File: src/rtl/core/ispp_pkg.sv
// ispp_pkg: constants, command and status types for the slotted page packer
// no dependencies; imported by every module of the block

package ispp_pkg;

  localparam int unsigned PAGE_BYTES   = 1024;
  localparam int unsigned HEADER_BYTES = 12;
  localparam int unsigned DATA_BYTES   = PAGE_BYTES - HEADER_BYTES;
  localparam int unsigned ROWS         = PAGE_BYTES / 16;
  localparam int unsigned MAX_STR      = 255;
  localparam int unsigned STRING_LIMIT = (MAX_STR < PAGE_BYTES - 16) ? MAX_STR : PAGE_BYTES - 16;

  localparam int unsigned PA_W  = $clog2(PAGE_BYTES);
  localparam int unsigned ROW_W = $clog2(ROWS);
  localparam int unsigned LEN_W = 8;
  localparam int unsigned CNT_W = 8;

  localparam logic [0:0] OP_BYTE  = 1'b0;
  localparam logic [0:0] OP_FLUSH = 1'b1;

  typedef enum logic [2:0] {
    S_IDLE,
    S_CHECK,
    S_RD,
    S_LD,
    S_WAIT,
    S_STORE,
    S_SLOT,
    S_COPY
  } state_e;

  // controller to datapath
  typedef struct packed {
    logic take_byte;
    logic commit;
    logic slot_wr;
    logic str_step;
    logic row_rd;
    logic load_out;
    logic row_next;
    logic new_page;
    logic clr_len;
  } cmd_t;

  // datapath to controller
  typedef struct packed {
    logic free_short;
    logic page_nz;
    logic slot_last;
    logic str_done;
    logic row_last;
  } sts_t;

  // header byte at page position pos (0..11)
  function automatic logic [7:0] hdr_byte(input logic [3:0] pos, input logic [31:0] first,
                                          input logic [CNT_W-1:0] count);
    logic [31:0] dsz;
    logic [7:0]  b;
    dsz = 32'(DATA_BYTES);
    case (pos)
      4'd0:    b = first[31:24];
      4'd1:    b = first[23:16];
      4'd2:    b = first[15:8];
      4'd3:    b = first[7:0];
      4'd7:    b = count;
      4'd8:    b = dsz[31:24];
      4'd9:    b = dsz[23:16];
      4'd10:   b = dsz[15:8];
      4'd11:   b = dsz[7:0];
      default: b = 8'h00;
    endcase
    return b;
  endfunction

endpackage

File: src/rtl/core/ispp_ctrl.sv
// ispp_ctrl: sequencing state machine of the packer
// depends on ispp_pkg

module ispp_ctrl
  import ispp_pkg::*;
(
  input  logic clk_i,
  input  logic rst_ni,
  input  logic in_valid_i,
  input  logic in_opcode_i,
  input  logic in_end_i,
  output logic in_ready_o,
  output logic out_valid_o,
  input  logic out_ready_i,
  input  sts_t sts_i,
  output cmd_t cmd_o
);

  state_e state_q, state_d;
  logic   flush_q, flush_d;

  // state register
  always_ff @(posedge clk_i or negedge rst_ni) begin
    if (!rst_ni) begin
      state_q <= S_IDLE;
      flush_q <= 1'b0;
    end else begin
      state_q <= state_d;
      flush_q <= flush_d;
    end
  end

  // next state and commands
  always_comb begin
    state_d     = state_q;
    flush_d     = flush_q;
    cmd_o       = '0;
    in_ready_o  = 1'b0;
    out_valid_o = 1'b0;
    case (state_q)
      S_IDLE: begin
        in_ready_o = 1'b1;
        if (in_valid_i) begin
          if (in_opcode_i == OP_FLUSH) begin
            if (sts_i.page_nz) begin
              flush_d = 1'b1;
              state_d = S_RD;
            end
          end else begin
            cmd_o.take_byte = 1'b1;
            if (in_end_i) state_d = S_CHECK;
          end
        end
      end
      S_CHECK: begin
        flush_d = 1'b0;
        state_d = sts_i.free_short ? S_RD : S_STORE;
      end
      S_RD: begin
        cmd_o.row_rd = 1'b1;
        state_d = S_LD;
      end
      S_LD: begin
        cmd_o.load_out = 1'b1;
        state_d = S_WAIT;
      end
      S_WAIT: begin
        out_valid_o = 1'b1;
        if (out_ready_i) begin
          cmd_o.row_next = 1'b1;
          if (sts_i.row_last) begin
            cmd_o.new_page = 1'b1;
            state_d = flush_q ? S_IDLE : S_STORE;
          end else begin
            state_d = S_RD;
          end
        end
      end
      S_STORE: begin
        cmd_o.commit = 1'b1;
        state_d = S_SLOT;
      end
      S_SLOT: begin
        cmd_o.slot_wr = 1'b1;
        if (sts_i.slot_last) state_d = S_COPY;
      end
      S_COPY: begin
        cmd_o.str_step = 1'b1;
        if (sts_i.str_done) begin
          cmd_o.clr_len = 1'b1;
          state_d = S_IDLE;
        end
      end
      default: state_d = S_IDLE;
    endcase
  end

endmodule

File: config.mk
export PLATFORM = sky130hd
export DESIGN_NAME = ispp_ctrl
export DESIGN_NICKNAME = d
export VERILOG_FILES = /design/src/rtl/core/ispp_pkg.sv /design/src/rtl/core/ispp_ctrl.sv
export SDC_FILE = /design/constraint.sdc
export NUM_CORES = 1
export LEC_CHECK = 0
export BUFFER_PORTS_ARGS = -buffer_cell sky130_fd_sc_hd__buf_2
export CORE_AREA = 3 3 40 42
export DETAILED_ROUTE_END_ITERATION = 8
export DIE_AREA = 0 0 43 45
export PLACE_DENSITY = 0.67
export SYNTH_ARGS = -nofsm -noshare
export SYNTH_HDL_FRONTEND = slang
export SYNTH_SLANG_ARGS = --single-unit
File: constraint.sdc
create_clock -name clk_i -period 1.38 [get_ports clk_i]
set_clock_uncertainty 0.2 [all_clocks]
set_input_delay 0.138 -clock clk_i [delete_from_list [all_inputs] [get_ports clk_i]]
set_output_delay 0.138 -clock clk_i [all_outputs]
set_load 0.01 [all_outputs]
==> results of run 1 <==
Yosys cell counts:
| cell | count | share of area (%) |
|---|---|---|
| nor3_1 | 1 | 1.3 |
| a31oi_1 | 2 | 3.3 |
| inv_1 | 2 | 2.0 |
| nand4b_1 | 1 | 2.3 |
| o21ai_0 | 1 | 1.3 |
| a41oi_1 | 1 | 2.3 |
| a211oi_1 | 2 | 3.9 |
| a21oi_1 | 5 | 6.6 |
| a32oi_1 | 1 | 2.3 |
| nand3b_1 | 1 | 2.0 |
| nand2_1 | 3 | 3.0 |
| and2_1 | 3 | 4.9 |
| o22a_1 | 1 | 2.3 |
| nor2_1 | 6 | 5.9 |
| mux2_2 | 1 | 3.0 |
| and3_1 | 2 | 3.3 |
| o21ai_1 | 1 | 1.3 |
| nor3b_1 | 1 | 2.0 |
| mux2_1 | 1 | 3.0 |
| dfrtp_1 | 4 | 26 |
| buf_2 | 4 | 5.2 |
| o21bai_1 | 1 | 2.0 |
| nor2b_1 | 1 | 1.6 |
| and3b_1 | 3 | 6.9 |
| a2bb2oi_1 | 1 | 2.3 |
area by class of cell:
type                            count  area (um2)  share of cell area [%]
Timing Repair Buffer               43         334                    41.2
Multi-Input combinational cell     40         324                    40.0
Sequential cell                     4         104                    12.8
Clock buffer                        3        22.5                    2.78
Tap cell                           15        18.8                    2.31
Inverter                            2        7.51                   0.926
timing repair:
item                       4_1_cts  5_1_grt
hold buffers                     2        0
hold endpoints to repair         5        0
gates cloned                     0        0
pin swaps                        7        7
setup endpoints to repair       14       15
resized for setup               11       17
buffers inserted                11        1
metrics by stage:
stage	util, %	setup WS (ns)
after detailed placement	44.3	-0.122
after global placement	44.3	-0.0574
after CTS	57.2	-0.214
after floorplan	-	-0.0195
after global routing	63.1	-0.283
final	63.1	-0.215
state kept, by name, summed over array words and instances (netlist names):
signal / cells
flush_q: 1
state_q: 3
metal layers:
metal	global-route usage, %	vias to the layer above	wire length, um
li1	-	270	-
met1	16.5	264	558
met2	26.6	19	777
met3	5.98	2	88
met4	3.01	0	31
met5	0	-	0
placed cells by master, fill, tap and decap left out, types with 2 or more instances in the layout:
cell type	netlist	final
buf_2	4	19
buf_6	0	11
buf_4	0	10
and3b_1	3	3
nor2_1	6	3
inv_1	2	2
dfrtp_2	0	3
dlygate4sd3_1	0	2
and2_4	0	2
clkbuf_4	0	3
a21oi_1	5	3
a21oi_2	0	2
a211oi_2	0	2
nor2_2	0	2
nand2_1	3	3
cell families after synthesis:
logic type      after synthesis  synth area share (%)
simple gates                 22                  33.1
flops                         4                  26.2
mux                           2                  5.90
buf+inv                       6                  7.21
compound gates               16                  27.5
power by group:
| part | total (uW) | switching, uW | leakage (uW) | internal, uW |
|---|---|---|---|---|
| sequential | 280 | 92.4 | 0.0000442 | 187 |
| combinational | 1440 | 588 | 0.000339 | 848 |
| clock | 152 | 54.1 | 0.0000138 | 97.7 |
| total | 1870 | 735 | 0.000397 | 1130 |
critical path, delay by kind of cell (launching register included):
family	cells	cell delay, ns
buffers and inverters	3	0.39
flip-flops	1	0.44
AND/OR/NAND/NOR	1	0.18
worst max path at each step:
stage                    start  depth (start not counted)          to  slack (ns)
floorplan           state_q[1]                          4  state_q[1]       -0.02
global placement    state_q[1]                          4  state_q[1]       -0.06
detailed placement  state_q[1]                          4  state_q[1]       -0.12
CTS                 state_q[1]                          4    cmd_o[8]       -0.21
global route        state_q[2]                          4    cmd_o[8]       -0.28
finish              state_q[0]                          4    cmd_o[6]       -0.21
==> run metrics, run 1 <==
Reg2Reg Depth=5; Horiz. Die Dim=between 40 and 50 um; CTS tree=yes; RePlAce Congestion=0.780; first-pass GRT wire length=2.14 mm; Seq/Total Area, Yosys=between 20% and 30%; Crit-path slowest cell=dfrtp_2; H-tree depth=1; total CTS buffers=3; maximum vdd drop=1160 uV; Max FO, Critical Path=5; Design Power=around 1900 uW; placed cell area=between 500 and 600 um2; Tmin final=about 1.6 ns; placed cells=90; antenna violations before repair=0; maximum buffer depth of the clock tree=2; layout cell share with drive strength beyond 1=67.4%; fillers=around 100; syn nets=between 60 and 70; Max Cap Violations=0; DR vias/cell=5.19; Core ar.=1280 um2; total number of vias=approximately 560; Hold WC Path Type=in -> async; wire length per cell=between 10 and 15 um; Max Clk Rate=approximately 630 MHz; CP Launch Type=flop; Setup violations, final=13; Starting Density=29.7%; Design Area, Final=811 um2; area grow syn2layout=112%; Slew Limit Fails=0; final wirelength=around 1.5 mm; CP cell instances=buf_6, buf_12, and3b_1, buf_2; Synth Cell Area=about 380 um2; CP Class=reg -> out; Worst EP required=1.04 ns; failing checks=negative setup slack; num rows=13; GRT Total Usage=14.8%; drt pass-1 iters=4; die area=slightly below 2000 um2; num ports=22; HPWL after detailed placement=roughly 860 um; root buf cell=clkbuf_4; period utilization=116%; final worst slack=-0.215 ns; Final Net Count=105; Max-slew headroom=a little over four fifths; Worst-Margin Slew=around 0.24 ns; Final Hold Viols=0; Mapped Cells=50; crit end category=primary output; Cell Count, Final, Fillers Out=107; R2R setup slack=-0.20 ns; Power Density=2300 nW/um2; outcome=finished, violations left; largest net degree at the start of global routing=8; vias in the first global route=approximately 510; # diodes=0; syn avg cell area=~7.6 um2; final setup TNS=-1.81 ns; RR Startpoint=state_q[1]; CP max stage delay=around 0.44 ns; Leak=between 0.0003 and 0.0004 uW; clock latency on the worst-skew pair=between 0.2 and 0.25 ns; Netlist cell types=25; drt drc=0; die height=roughly 45 um; critical path arrival=between 1 and 1.5 ns; YS warnings=0; GRT overflow=0; DRT antenna net count=0; Yosys reg bits=4; Min Hold Slack=roughly 0.026 ns; RR Endpoint=state_q[1]; 1st-iter DRT viols=2; clock sink total=4; RSZ-0062 raised after global routing=yes; IO buf count=21; CTS clk-pin slew, worst paths=0.04 ns
Power figures use the tool's default switching activity.
==> run 2: changes to the inputs <==
==> constraint.sdc (replaced) <==
create_clock -name clk_i -period 1.38 [get_ports clk_i]
set_clock_uncertainty 0.2 [all_clocks]
set_input_delay 0.207 -clock clk_i [delete_from_list [all_inputs] [get_ports clk_i]]
set_output_delay 0.207 -clock clk_i [all_outputs]
set_load 0.01 [all_outputs]
==> run 2 against run 1 <==
  * The run still ends with negative setup slack left
  * Via count shrank 0.72%
  * Largest cell class is now multi-input gates
  * Count of clock-buffer cells in the layout is the same
  * Routed wire length shrank 4.1%
  * Highest routed layer unchanged
  * Die area is the same
==> run metrics, run 2 (synthesis results as in run 1) <==
CTS tree=yes; final worst slack=-0.283 ns (-0.0679 ns); fillers=101 (unchanged); CP Class=reg -> out; HPWL after detailed placement=870 um (+1.3%); Reg with most FFs=state_q; drt pass-1 iters=4 (unchanged); Max Cap Violations=0 (unchanged); GRT Total Usage=13.3% (-1.5 points); GRT overflow=0 (unchanged); Final Util=64.1% (+0.97 points); commonest non-fill, non-tap cells in the layout=18 x buf_2, 16 x buf_4, 9 x buf_6; RSZ-0062 raised after global routing=yes; Hold WC Path Type=in -> reg; Final Hold Viols=0 (unchanged); CP Launch Type=flop; wire length per cell=12.8 um (-5.9%); vias in the first global route=478 (-5.9%); Leak=0.000408 uW (+2.8%); num rows=13 (unchanged); commonest non-fill, non-tap cell in the layout=buf_2; crit end category=primary output; drt drc=0 (unchanged); Setup violations, final=14 (+1); IO buf count=21 (unchanged); Tmin final=1.66 ns (+0.0679 ns); period utilization=120% (+4.9 points); Max Clk Rate=601 MHz (-4.1%); RePlAce Congestion=0.743 (-4.7%); Starting Density=29.7% (unchanged); Worst-Margin Slew=0.175 ns (-0.0662 ns); Cell Count, Final, Fillers Out=109 (+1.9%); Largest register FFs=3 (unchanged); total number of vias=551 (-0.72%); Reg area=104 um2 (unchanged); die area=1940 um2 (unchanged); total CTS buffers=3 (unchanged); antenna violations before repair=0 (unchanged); clock latency on the worst-skew pair=0.23 ns (about the same); DRT antenna net count=0 (unchanged); area occupied by multi-input gates=339 um2 (+4.6%); placed cells=94 (+4.4%); final wirelength=1.40 mm (-4.1%); Regs by FF count=state_q: 3 flops, flush_q: 1 flops; Max-slew headroom=88.2% (+4.5 points); maximum vdd drop=908 uV (-21%); area grow syn2layout=116%; H-tree depth=1 (unchanged); CTS clk-pin slew, worst paths=0.04 ns (about the same); first-pass GRT wire length=1.98 mm (-7.4%); failing checks=negative setup slack; Core ar.=1280 um2 (unchanged); DR vias/cell=5.06 (-2.5%); clock sink total=4 (unchanged); Min Hold Slack=0.115 ns (+0.0888 ns); num ports=22 (unchanged); Horiz. Die Dim=43 um (unchanged); Max FO, Critical Path=5 (unchanged); die height=45 um (unchanged); critical path arrival=1.26 ns (about the same); # diodes=0 (unchanged); Slew Limit Fails=0 (unchanged); maximum buffer depth of the clock tree=2 (unchanged); layout cell share with drive strength beyond 1=70.2% (+2.8 points); 1st-iter DRT viols=8 (+6); Final Net Count=107 (+1.9%); largest net degree at the start of global routing=8 (unchanged); outcome=finished, violations left; Power Density=2250 nW/um2 (-2.2%); root buf cell=clkbuf_4; Worst EP required=0.97 ns (-0.07 ns)
-- run 2: per-stage QoR --
step | area (um2) | setup TNS, ns | setup slack, ns | power [uW]
3_5_place_dp | 589 | -0.188 | -0.106 | 1160
5_1_grt | 823 | -2.97 | -0.339 | 1970
4_1_cts | 707 | -2.06 | -0.272 | 1540
3_3_place_gp | 589 | -0.176 | -0.0936 | 1150
2_1_floorplan | 398 | -0.112 | -0.0573 | 788
6_report | 823 | -2.29 | -0.283 | 1860
-- run 2: worst max-delay path: stages, from the launching register on --
cell and delay [ns]:
dfrtp_2 0.44, buf_6 0.15, nor3_4 0.15, and3b_1 0.16, buf_2 0.12
-- run 2: worst paths after layout --
| check | slack (ns) | cells past startpoint | startpoint | endpoint |
|---|---|---|---|---|
| min reg2reg | 0.40 | 2 | flush_q | flush_q |
| max in group asynchronous | 0.72 | 2 | rst_ni | state_q[2] |
| max | -0.28 | 4 | state_q[0] | cmd_o[8] |
| min in group asynchronous | 0.12 | 2 | rst_ni | state_q[1] |
| min | 0.11 | 3 | sts_i[1] | state_q[2] |
| max reg2reg | -0.15 | 6 | state_q[1] | state_q[0] |
-- run 2: final cells by class --
| cell class | count | share of cell area, % |
|---|---|---|
| timing repair buffer | 45 | 40.3 |
| inverter | 2 | 0.912 |
| clock buffer | 3 | 2.74 |
| sequential | 4 | 12.6 |
| multi-input combinational | 40 | 41.2 |
| tap | 15 | 2.28 |
-- run 2: repair_timing --
item,4_1_cts,5_1_grt
pin swaps,10,8
setup endpoints to repair,13,15
setup buffers,6,5
hold buffers,2,0
gates resized for setup,10,17
endpoints found under the hold margin,5,0
-- run 2: report_power, final --
part / internal, uW / leakage [uW] / switching, uW
combinational: 839 / 0.000350 / 592
clock: 97.3 / 0.0000138 / 47.0
sequential: 187 / 0.0000442 / 92.9
-- run 2: routing by layer --
layer | vias up | share of wire, % | wire length [um] | GRT usage, %
li1 | 273 | - | - | -
met1 | 259 | 46 | 640 | 17.7
met2 | 17 | 49 | 690 | 21.0
met3 | 2 | 4.3 | 60 | 3.98
met4 | 0 | 0.36 | 5 | 3.61
met5 | - | 0 | 0 | 0
